**src/design/prb_pkg.sv**
```systemverilog
package prb_pkg;

    localparam int POS_W = 34;
    localparam int ADDR_W = 4;
    localparam logic [30:0] POS_MAX = 31'h7FFF_FFFF;

    typedef logic signed [POS_W-1:0] pos_t;

    typedef enum logic [1:0] {
        REG_RANGE_START = 2'd0,
        REG_RANGE_END   = 2'd1,
        REG_BASES       = 2'd2,
        REG_FIXED_MODE  = 2'd3
    } reg_idx_t;

    typedef struct packed {
        logic [30:0] range_start;
        logic [30:0] range_end;
        logic [15:0] bin_len;
        logic        fixed_mode;
    } cfg_t;

    typedef enum logic [2:0] {
        ST_IDLE,
        ST_EVAL,
        ST_DIV,
        ST_CLOSE,
        ST_END,
        ST_FLUSH
    } state_t;

    typedef struct packed {
        logic latch;
        logic set_fin;
        logic skip_near;
        logic split;
        logic take;
        logic div_start;
        logic load_nxt_div;
        logic emit;
        logic open_nxt;
        logic restart;
        logic flush;
    } cmd_t;

    typedef struct packed {
        logic fin;
        logic at_end;
        logic y2_before;
        logic y1_after;
        logic far;
        logic split_ok;
        logic y2_over;
        logic last;
        logic score_pos;
        logic can_emit;
        logic out_free;
        logic pend_valid;
        logic div_busy;
    } sts_t;

    function automatic logic [30:0] sat_pos(input pos_t v);
        logic [30:0] r;
        if (v < 0) begin
            r = '0;
        end else if (v > pos_t'(POS_MAX)) begin
            r = POS_MAX;
        end else begin
            r = v[30:0];
        end
        return r;
    endfunction

    function automatic logic [32:0] abs33(input logic signed [31:0] s);
        logic signed [32:0] w;
        w = 33'(s);
        return (w < 0) ? 33'(-w) : 33'(w);
    endfunction

endpackage

```
**src/design/prb_regs.sv**
```systemverilog
module prb_regs (
    input  logic                         aclk,
    input  logic                         aresetn,
    input  logic                         psel,
    input  logic                         penable,
    input  logic                         pwrite,
    input  logic [prb_pkg::ADDR_W-1:0]   paddr,
    input  logic [31:0]                  pwdata,
    output logic [31:0]                  prdata,
    output logic                         pready,
    output prb_pkg::cfg_t                cfg,
    output logic                         cfg_wr
);
    import prb_pkg::*;

    cfg_t     cfg_reg;
    reg_idx_t idx;
    logic     wr;
    logic     wr_reg;

    assign idx    = reg_idx_t'(paddr[ADDR_W-1:2]);
    assign wr     = psel && penable && pwrite;
    assign pready = 1'b1;
    assign cfg    = cfg_reg;
    // restart in the cycle after the write so the new values are in place
    assign cfg_wr = wr_reg;

    always_ff @(posedge aclk) begin
        if (!aresetn) begin
            wr_reg <= 1'b0;
        end else begin
            wr_reg <= wr;
        end
    end

    always_ff @(posedge aclk) begin
        if (!aresetn) begin
            cfg_reg.range_start <= '0;
            cfg_reg.range_end   <= '0;
            cfg_reg.bin_len     <= 16'd1;
            cfg_reg.fixed_mode  <= 1'b0;
        end else if (wr) begin
            case (idx)
                REG_RANGE_START: cfg_reg.range_start <= pwdata[30:0];
                REG_RANGE_END:   cfg_reg.range_end   <= pwdata[30:0];
                REG_BASES:       cfg_reg.bin_len     <= pwdata[15:0];
                REG_FIXED_MODE:  cfg_reg.fixed_mode  <= pwdata[0];
                default: ;
            endcase
        end
    end

    always_comb begin
        case (idx)
            REG_RANGE_START: prdata = {1'b0, cfg_reg.range_start};
            REG_RANGE_END:   prdata = {1'b0, cfg_reg.range_end};
            REG_BASES:       prdata = {16'd0, cfg_reg.bin_len};
            REG_FIXED_MODE:  prdata = {31'd0, cfg_reg.fixed_mode};
            default:         prdata = '0;
        endcase
    end

endmodule

```
**src/design/prb_div.sv**
```systemverilog
module prb_div (
    input  logic        aclk,
    input  logic        aresetn,
    input  logic        start,
    input  logic [31:0] dividend,
    input  logic [15:0] divisor,
    output logic        busy,
    output logic [15:0] rem
);
    logic [31:0] quo_reg, quo_next;
    logic [16:0] rem_reg, rem_next;
    logic [4:0]  cnt_reg, cnt_next;
    logic        busy_reg, busy_next;
    logic [16:0] trial;

    assign busy = busy_reg;
    assign rem  = rem_reg[15:0];

    // one bit of restoring remainder per cycle
    always_comb begin
        quo_next  = quo_reg;
        rem_next  = rem_reg;
        cnt_next  = cnt_reg;
        busy_next = busy_reg;
        trial     = {rem_reg[15:0], quo_reg[31]};
        if (start) begin
            quo_next  = dividend;
            rem_next  = '0;
            cnt_next  = '0;
            busy_next = 1'b1;
        end else if (busy_reg) begin
            quo_next = {quo_reg[30:0], 1'b0};
            rem_next = (trial >= {1'b0, divisor}) ? trial - {1'b0, divisor} : trial;
            cnt_next = cnt_reg + 5'd1;
            if (cnt_reg == 5'd31) begin
                busy_next = 1'b0;
            end
        end
    end

    always_ff @(posedge aclk) begin
        if (!aresetn) begin
            busy_reg <= 1'b0;
        end else begin
            busy_reg <= busy_next;
        end
        quo_reg <= quo_next;
        rem_reg <= rem_next;
        cnt_reg <= cnt_next;
    end

endmodule

```
**src/design/prb_ctrl.sv**
```systemverilog
module prb_ctrl (
    input  logic          aclk,
    input  logic          aresetn,
    input  logic          s_valid,
    output logic          s_ready,
    input  prb_pkg::sts_t sts,
    output prb_pkg::cmd_t cmd
);
    import prb_pkg::*;

    state_t     state_reg, state_next;
    logic [1:0] clos_reg, clos_next;

    always_ff @(posedge aclk) begin
        if (!aresetn) begin
            state_reg <= ST_IDLE;
            clos_reg  <= '0;
        end else begin
            state_reg <= state_next;
            clos_reg  <= clos_next;
        end
    end

    always_comb begin
        state_next = state_reg;
        clos_next  = clos_reg;
        cmd        = '0;
        s_ready    = 1'b0;
        case (state_reg)
            ST_IDLE: begin
                s_ready = 1'b1;
                if (s_valid) begin
                    cmd.latch  = 1'b1;
                    clos_next  = '0;
                    state_next = ST_EVAL;
                end
            end
            ST_EVAL: begin
                if (sts.fin) begin
                    state_next = ST_END;
                end else if (sts.at_end) begin
                    cmd.set_fin = 1'b1;
                    state_next  = ST_END;
                end else if (clos_reg == 2'd3 || sts.y2_before) begin
                    state_next = ST_END;
                end else if (sts.y1_after) begin
                    if (sts.far) begin
                        cmd.div_start = 1'b1;
                        state_next    = ST_DIV;
                    end else begin
                        cmd.skip_near = 1'b1;
                        state_next    = ST_CLOSE;
                    end
                end else if (sts.split_ok) begin
                    cmd.split  = 1'b1;
                    state_next = ST_CLOSE;
                end else begin
                    cmd.take   = 1'b1;
                    state_next = sts.y2_over ? ST_CLOSE : ST_END;
                end
            end
            ST_DIV: begin
                if (!sts.div_busy) begin
                    cmd.load_nxt_div = 1'b1;
                    state_next       = ST_CLOSE;
                end
            end
            ST_CLOSE: begin
                if (!sts.score_pos || sts.can_emit) begin
                    cmd.emit     = 1'b1;
                    cmd.open_nxt = 1'b1;
                    clos_next    = clos_reg + 2'd1;
                    state_next   = ST_EVAL;
                end
            end
            ST_END: begin
                if (!sts.last) begin
                    state_next = ST_FLUSH;
                end else if (sts.fin) begin
                    cmd.restart = 1'b1;
                    state_next  = ST_FLUSH;
                end else if (!sts.score_pos || sts.can_emit) begin
                    cmd.emit    = 1'b1;
                    cmd.restart = 1'b1;
                    state_next  = ST_FLUSH;
                end
            end
            ST_FLUSH: begin
                if (!sts.pend_valid) begin
                    state_next = ST_IDLE;
                end else if (sts.out_free) begin
                    cmd.flush  = 1'b1;
                    state_next = ST_IDLE;
                end
            end
            default: state_next = ST_IDLE;
        endcase
    end

endmodule

```
**src/design/prb_dp.sv**
```systemverilog
module prb_dp #(
    parameter int ID_BITS = 16
) (
    input  logic               aclk,
    input  logic               aresetn,
    input  prb_pkg::cfg_t      cfg,
    input  logic               cfg_wr,
    input  prb_pkg::cmd_t      cmd,
    output prb_pkg::sts_t      sts,
    input  logic [30:0]        s_src_start,
    input  logic [30:0]        s_src_end,
    input  logic signed [31:0] s_src_score,
    input  logic [ID_BITS-1:0] s_src_id,
    input  logic               s_src_last,
    output logic               m_valid,
    input  logic               m_ready,
    output logic [30:0]        m_bin_first,
    output logic [30:0]        m_bin_end,
    output logic signed [31:0] m_bin_score,
    output logic [ID_BITS-1:0] m_bin_id,
    output logic               m_bin_final
);
    import prb_pkg::*;

    pos_t y1_reg, y2_reg;
    logic signed [31:0] sc_reg;
    logic [ID_BITS-1:0] id_reg;
    logic last_reg;

    pos_t cs_reg, cs_next, ce_reg, ce_next, es_reg, es_next, ee_reg, ee_next;
    pos_t nxt_reg, nxt_next;
    logic signed [31:0] score_reg, score_next;
    logic [ID_BITS-1:0] cid_reg, cid_next;
    logic has_reg, has_next, fin_reg, fin_next;

    logic [30:0] ps_reg, ps_next, pe_reg, pe_next;
    logic signed [31:0] psc_reg, psc_next;
    logic [ID_BITS-1:0] pid_reg, pid_next;
    logic pv_reg, pv_next;

    logic [30:0] os_reg, os_next, oe_reg, oe_next;
    logic signed [31:0] osc_reg, osc_next;
    logic [ID_BITS-1:0] oid_reg, oid_next;
    logic ofin_reg, ofin_next, ov_reg, ov_next;

    pos_t bw, ce_far, start_run_pos, y2_ext, clip_end, div_a;
    logic out_free, do_emit, extend, div_busy;
    logic [15:0] div_rem;

    assign bw            = pos_t'((cfg.bin_len == 16'd0) ? 16'd1 : cfg.bin_len);
    assign ce_far        = ce_reg + bw;
    assign start_run_pos = pos_t'(cfg.range_start);
    assign out_free      = !ov_reg || m_ready;
    assign do_emit       = cmd.emit && (score_reg > 0);
    assign extend        = (y2_reg > ce_reg) && (!cfg.fixed_mode || y2_reg > ce_far);
    assign y2_ext        = extend ? y2_reg : ce_reg;
    assign clip_end      = (!cfg.fixed_mode && y2_reg < ee_reg) ? y2_reg : ee_reg;
    assign div_a         = y1_reg - cs_reg + pos_t'(1);

    prb_div u_div (
        .aclk     (aclk),
        .aresetn  (aresetn),
        .start    (cmd.div_start),
        .dividend (div_a[31:0]),
        .divisor  (bw[15:0]),
        .busy     (div_busy),
        .rem      (div_rem)
    );

    always_comb begin
        sts.fin        = fin_reg;
        sts.at_end     = cs_reg >= pos_t'(cfg.range_end);
        sts.y2_before  = y2_reg < cs_reg;
        sts.y1_after   = y1_reg > ce_reg;
        sts.far        = y1_reg > ce_far;
        sts.split_ok   = cfg.fixed_mode && has_reg && (y2_reg > ce_far);
        sts.y2_over    = y2_reg > ce_reg;
        sts.last       = last_reg;
        sts.score_pos  = score_reg > 0;
        sts.can_emit   = !pv_reg || out_free;
        sts.out_free   = out_free;
        sts.pend_valid = pv_reg;
        sts.div_busy   = div_busy;
    end

    always_comb begin
        cs_next = cs_reg; ce_next = ce_reg; es_next = es_reg; ee_next = ee_reg;
        nxt_next = nxt_reg; score_next = score_reg; cid_next = cid_reg;
        has_next = has_reg; fin_next = fin_reg;
        ps_next = ps_reg; pe_next = pe_reg; psc_next = psc_reg; pid_next = pid_reg;
        pv_next = pv_reg;
        os_next = os_reg; oe_next = oe_reg; osc_next = osc_reg; oid_next = oid_reg;
        ofin_next = ofin_reg;
        ov_next = ov_reg && !m_ready;

        if (cmd.set_fin) begin
            fin_next = 1'b1;
        end
        if (cmd.skip_near) begin
            nxt_next = ce_reg + pos_t'(1);
        end
        if (cmd.load_nxt_div) begin
            nxt_next = y1_reg - pos_t'(div_rem);
        end
        if (cmd.split) begin
            ee_next  = y1_reg - pos_t'(1);
            nxt_next = y1_reg;
        end
        if (cmd.take) begin
            if (!has_reg) begin
                if (!cfg.fixed_mode) begin
                    es_next = y1_reg;
                end
                has_next = 1'b1;
                cid_next = id_reg;
            end
            if (abs33(sc_reg) > abs33(score_reg)) begin
                score_next = sc_reg;
                cid_next   = id_reg;
            end
            if (extend) begin
                ce_next = y2_reg;
                ee_next = y2_reg;
            end
            nxt_next = y2_ext + pos_t'(1);
        end

        // pending slot holds the newest bin until it is known whether it ends the item
        if (do_emit) begin
            if (pv_reg) begin
                os_next   = ps_reg;
                oe_next   = pe_reg;
                osc_next  = psc_reg;
                oid_next  = pid_reg;
                ofin_next = 1'b0;
                ov_next   = 1'b1;
            end
            ps_next  = sat_pos(es_reg);
            pe_next  = sat_pos(clip_end);
            psc_next = score_reg;
            pid_next = cid_reg;
            pv_next  = 1'b1;
        end
        if (cmd.flush) begin
            os_next   = ps_reg;
            oe_next   = pe_reg;
            osc_next  = psc_reg;
            oid_next  = pid_reg;
            ofin_next = 1'b1;
            ov_next   = 1'b1;
            pv_next   = 1'b0;
        end

        if (cmd.open_nxt) begin
            cs_next    = nxt_reg;
            ce_next    = nxt_reg + bw - pos_t'(1);
            es_next    = nxt_reg;
            ee_next    = nxt_reg + bw - pos_t'(1);
            score_next = '0;
            cid_next   = '0;
            has_next   = 1'b0;
        end
        if (cmd.restart || cfg_wr) begin
            cs_next    = start_run_pos;
            ce_next    = start_run_pos + bw - pos_t'(1);
            es_next    = start_run_pos;
            ee_next    = start_run_pos + bw - pos_t'(1);
            score_next = '0;
            cid_next   = '0;
            has_next   = 1'b0;
            fin_next   = 1'b0;
        end
    end

    always_ff @(posedge aclk) begin
        if (!aresetn) begin
            cs_reg    <= '0;
            ce_reg    <= '0;
            es_reg    <= '0;
            ee_reg    <= '0;
            score_reg <= '0;
            cid_reg   <= '0;
            has_reg   <= 1'b0;
            fin_reg   <= 1'b0;
            pv_reg    <= 1'b0;
            ov_reg    <= 1'b0;
        end else begin
            cs_reg    <= cs_next;
            ce_reg    <= ce_next;
            es_reg    <= es_next;
            ee_reg    <= ee_next;
            score_reg <= score_next;
            cid_reg   <= cid_next;
            has_reg   <= has_next;
            fin_reg   <= fin_next;
            pv_reg    <= pv_next;
            ov_reg    <= ov_next;
        end
        if (cmd.latch) begin
            y1_reg   <= pos_t'(s_src_start);
            y2_reg   <= pos_t'(s_src_end);
            sc_reg   <= s_src_score;
            id_reg   <= s_src_id;
            last_reg <= s_src_last;
        end
        nxt_reg  <= nxt_next;
        ps_reg   <= ps_next;
        pe_reg   <= pe_next;
        psc_reg  <= psc_next;
        pid_reg  <= pid_next;
        os_reg   <= os_next;
        oe_reg   <= oe_next;
        osc_reg  <= osc_next;
        oid_reg  <= oid_next;
        ofin_reg <= ofin_next;
    end

    assign m_valid     = ov_reg;
    assign m_bin_first = os_reg;
    assign m_bin_end   = oe_reg;
    assign m_bin_score = osc_reg;
    assign m_bin_id    = oid_reg;
    assign m_bin_final = ofin_reg;

    a_flush_room: assert property (@(posedge aclk) disable iff (!aresetn)
        cmd.flush |-> (pv_reg && out_free))
        else $error("flush without room in output register");

    a_emit_room: assert property (@(posedge aclk) disable iff (!aresetn)
        (do_emit && pv_reg) |-> out_free)
        else $error("bin pushed over an unread result");

    a_div_runs: assert property (@(posedge aclk) disable iff (!aresetn)
        cmd.div_start |=> div_busy)
        else $error("modulo unit did not start");

    a_no_open_and_take: assert property (@(posedge aclk) disable iff (!aresetn)
        cmd.open_nxt |-> !(cmd.take || cmd.split || cmd.latch))
        else $error("bin opened while being filled");

endmodule

```
**src/design/peak_preserving_rebinner_top.sv**
```systemverilog
// Peak-preserving rebinner: position-sorted source bins go in one item at a time and come out
// as bins of a programmed length from range_start, each holding the score of largest
// magnitude and its id; only bins with a positive score are sent, bin_final marks the last
// result of an item, and src_last closes the open bin and restarts the run. An item closes
// at most three bins before its end step, and the bit-serial modulo unit runs whenever a source
// jumps more than one bin width ahead; results wait behind one pending slot and the output
// register, so a stalled output stalls input. Register writes (APB, pready always high)
// restart the run and must happen while idle.
module peak_preserving_rebinner_top #(
    parameter int ID_BITS = 16
) (
    input  logic                        aclk,
    input  logic                        aresetn,
    input  logic                        psel,
    input  logic                        penable,
    input  logic                        pwrite,
    input  logic [prb_pkg::ADDR_W-1:0]  paddr,
    input  logic [31:0]                 pwdata,
    output logic [31:0]                 prdata,
    output logic                        pready,
    input  logic                        s_valid,
    output logic                        s_ready,
    input  logic [30:0]                 s_src_start,
    input  logic [30:0]                 s_src_end,
    input  logic signed [31:0]          s_src_score,
    input  logic [ID_BITS-1:0]          s_src_id,
    input  logic                        s_src_last,
    output logic                        m_valid,
    input  logic                        m_ready,
    output logic [30:0]                 m_bin_first,
    output logic [30:0]                 m_bin_end,
    output logic signed [31:0]          m_bin_score,
    output logic [ID_BITS-1:0]          m_bin_id,
    output logic                        m_bin_final
);
    import prb_pkg::*;

    cfg_t cfg;
    logic cfg_wr;
    cmd_t cmd;
    sts_t sts;

    prb_regs u_regs (
        .aclk    (aclk),
        .aresetn (aresetn),
        .psel    (psel),
        .penable (penable),
        .pwrite  (pwrite),
        .paddr   (paddr),
        .pwdata  (pwdata),
        .prdata  (prdata),
        .pready  (pready),
        .cfg     (cfg),
        .cfg_wr  (cfg_wr)
    );

    prb_ctrl u_ctrl (
        .aclk    (aclk),
        .aresetn (aresetn),
        .s_valid (s_valid),
        .s_ready (s_ready),
        .sts     (sts),
        .cmd     (cmd)
    );

    prb_dp #(.ID_BITS(ID_BITS)) u_dp (
        .aclk        (aclk),
        .aresetn     (aresetn),
        .cfg         (cfg),
        .cfg_wr      (cfg_wr),
        .cmd         (cmd),
        .sts         (sts),
        .s_src_start (s_src_start),
        .s_src_end   (s_src_end),
        .s_src_score (s_src_score),
        .s_src_id    (s_src_id),
        .s_src_last  (s_src_last),
        .m_valid     (m_valid),
        .m_ready     (m_ready),
        .m_bin_first (m_bin_first),
        .m_bin_end   (m_bin_end),
        .m_bin_score (m_bin_score),
        .m_bin_id    (m_bin_id),
        .m_bin_final (m_bin_final)
    );

endmodule
```
**config.mk**
```make
export PLATFORM = sky130hd
export DESIGN_NAME = peak_preserving_rebinner_top
export DESIGN_NICKNAME = d
export VERILOG_FILES = /design/src/design/prb_pkg.sv /design/src/design/prb_regs.sv /design/src/design/prb_div.sv /design/src/design/prb_ctrl.sv /design/src/design/prb_dp.sv /design/src/design/peak_preserving_rebinner_top.sv
export SDC_FILE = /design/constraint.sdc
export NUM_CORES = 2
export LEC_CHECK = 0
export BUFFER_PORTS_ARGS = -buffer_cell sky130_fd_sc_hd__buf_2
export CELL_PAD_IN_SITES_DETAIL_PLACEMENT = 0
export CELL_PAD_IN_SITES_GLOBAL_PLACEMENT = 1
export CORE_MARGIN = 10
export CORE_UTILIZATION = 44
export CTS_BUF_LIST = sky130_fd_sc_hd__clkbuf_16
export CTS_CLUSTER_DIAMETER = 200
export CTS_CLUSTER_SIZE = 8
export DETAILED_ROUTE_END_ITERATION = 6
export GPL_TIMING_DRIVEN = 0
export PLACE_DENSITY = 0.77
export SLEW_MARGIN = 20
export SYNTH_ARGS = -nofsm -noshare
export SYNTH_HDL_FRONTEND = slang
export SYNTH_SLANG_ARGS = --single-unit
```
**constraint.sdc**
```tcl
create_clock -name aclk -period 13.59 [get_ports aclk]
set_input_delay 1.359 -clock aclk [delete_from_list [all_inputs] [get_ports aclk]]
set_output_delay 1.359 -clock aclk [all_outputs]
set_load 0.01 [all_outputs]
```
==> results.toml <==
[run_status]
status = "complete, but fails checks"
violations = "design-rule violations"

[drt]
drtIter0Drc = 4331
drtAntennaViolNets = 0
first_pass_iters = 7
wire_per_inst_um = 27.2
vias = 38900
drt_wl_total_mm = 181
route.detailed.drc = 1
vias_per_cell = 5.85

[final_layout]
drive_gt1_frac = 0.107
largest_reg_flops = 79
utilization = 0.509
final_cells = 6650
final_area_um2 = 51000
fillers = 9504
final_nets = 5831
syn_to_final_growth_pct = 14.4

[die]
initial_core_util = 0.445
rows = 116
chipWidth_um = 338
die_y_um = 338
ios = 300
fp.dieArea_um2 = 114000
core_area_um2 = 100000

[placed_design]
dp_cells = 6474
post_dp_cell_area_um2 = 48100
io_buffer_count = 291
gp_congestion = 1.02
place_hpwl_mm = 145

[setup_path]
crit_path_end_kind = "register"
arrival_ns = 10.96
slowest_stage = "or4_1"
cp-startpoint = "u_regs.cfg[9]"
max_stage_delay_ns = 0.65
path_class = "register to register"
r2r-start = "u_regs.cfg[9]"
start_kind = "register"
critPathTopFamily = "simple AND/OR/NAND/NOR gates"
worstPathBufferInverterCount = 4
required_ns = 14.02
crit_fanout = 10

[synth]
netlist_top_cells_count = "nand2_1, ha_1, a21oi_1, edfxtp_1, nor2_1"
synth_area_leaders = "edfxtp_1, dfxtp_1, ha_1"
ys_ff_latch = 693
yosysSeqAreaShare = 0.400
yosysTopAreaCell = "edfxtp_1"
syn_inst = 4809
synth_top_area_frac = 0.267
synth_edf_count = 397
netlist-cell-type-count = 91
synth_area_per_cell_um2 = 9.27
synth_flop_cell = "edfxtp_1"
yosys.cell_count.top_type = "nand2_1"
synth_area_um2 = 44600
async_flop_share = 0
ys_warn_count = 0

[sta]
relSlewSlack = 0.133
clock.fmax_mhz = 94.9
drv_slew = 0
setup_viol = 0
fin_worst_skew_ns = 0.0554
finalHoldViolations = 0
rsz0062_at_grt = "false"
worst_pin_slew_ns = 1.29
fin_tns_setup_ns = 0
fin_crit_sh = 0.775
min_period_ns = 10.53

[min_path]
min_from = "u_dp.pe_reg[17]"
hold_path.class = "register to register"

[power_and_ir_drop]
p_int_uw = 6480
combPwrFrac = 0.523
clockPowerShare = 0.190
total_power_uw = 11900
p_per_area_nw_per_um2 = 233
netSwitchingFraction = 0.455
ir_worst_vdd_v = 0.000131
p_switching_uw = 5400
p_leak_uw = 0.0203
seqPwrFrac = 0.286

[clocking]
root_buffer = "clkbuf_16"
ctsResizeCount = 0
cts_tree = "done"
numCtsBuffers = 96
cts_hold_buf = 0
clkSinkCount = 693
clk_latency_ns = 0.73
htree_levels = 3
cts_buffer_depth = 3
clkTransAtPathRegs_ns = 0.05
cts_setup_buffers = 0

[job]
drv_cap = 0

[global_route]
grt_pass1_wl_mm = 258
grt_remaining_overflow = 0
grt_max_degree = 76
grt_use_total = 0.303
grt_pass1_vias = 37000
antenna_found_initial = 15
cells in the final DEF (no fill, tap or decap), types with 165 or more instances in the layout:
| cell type | Yosys | layout |
|---|---|---|
| a21oi_1 | 432 | 430 |
| buf_2 | 21 | 312 |
| clkbuf_1 | 195 | 194 |
| dfxtp_1 | 296 | 296 |
| edfxtp_1 | 397 | 397 |
| ha_1 | 456 | 456 |
| inv_1 | 356 | 423 |
| mux2i_1 | 165 | 165 |
| nand2_1 | 485 | 485 |
| nor2_1 | 387 | 387 |
| o21ai_0 | 197 | 192 |
| xnor2_1 | 179 | 179 |
metal layers:
metal,vias up,wire [um],GRT usage
li1,18200,-,-
met1,18600,77900,0.412
met2,1755,77700,0.462
met3,335,16100,0.0569
met4,0,9180,0.138
met5,-,0,0
layout make-up:
class	instances	area, um^2	area share
tap	1357	1700	0.0333
timing repair buffer	306	1780	0.0350
sequential	693	17800	0.350
multi-input combinational	3517	24500	0.480
clock inverter	76	450	0.00883
antenna	4	10.0	0.000196
buffer	243	988	0.0194
clock buffer	96	2400	0.0471
inverter	358	1350	0.0265
power by group through the flow:
stage               clock network [uW]  registers (uW)  logic, uW
floorplan                            0            3110       4290
global placement                     0            3450       5970
detailed placement                   0            3410       6050
CTS                               2300            3370       6090
global route                      2380            3420       6760
finish                            2260            3400       6220
path summary, 6_finish.rpt:
kind | to | slack [ns] | cells past startpoint
worst min register to register | u_dp.m_bin_end[17] | 0.39 | 0
worst max register to register | u_dp.nxt_reg[32] | 3.06 | 37
worst min-delay path | u_dp.m_bin_end[17] | 0.39 | 0
worst max-delay path | u_dp.nxt_reg[32] | 3.06 | 37
logic make-up after synthesis:
| kind of cell | Yosys count | share of synthesized area |
|---|---|---|
| buffers and inverters | 601 | 0.0523 |
| AO/OA/AOI/OAI | 1207 | 0.175 |
| multiplexers | 203 | 0.0471 |
| flip-flops | 693 | 0.400 |
| AND/OR/NAND/NOR | 1362 | 0.139 |
| adder cells (fa/ha/maj) | 464 | 0.131 |
| other | 2 | 0.000168 |
| XOR/XNOR | 277 | 0.0547 |
metrics by stage:
| step | worst slack (ns) | hold slack (ns) |
|---|---|---|
| global route | 2.78 | 0.412 |
| floorplan | 6.02 | 0.400 |
| finish | 3.06 | 0.392 |
| detailed placement | 3.29 | 0.405 |
| CTS | 3.25 | 0.393 |
| global placement | 3.06 | 0.400 |
Power figures use the tool's default switching activity.
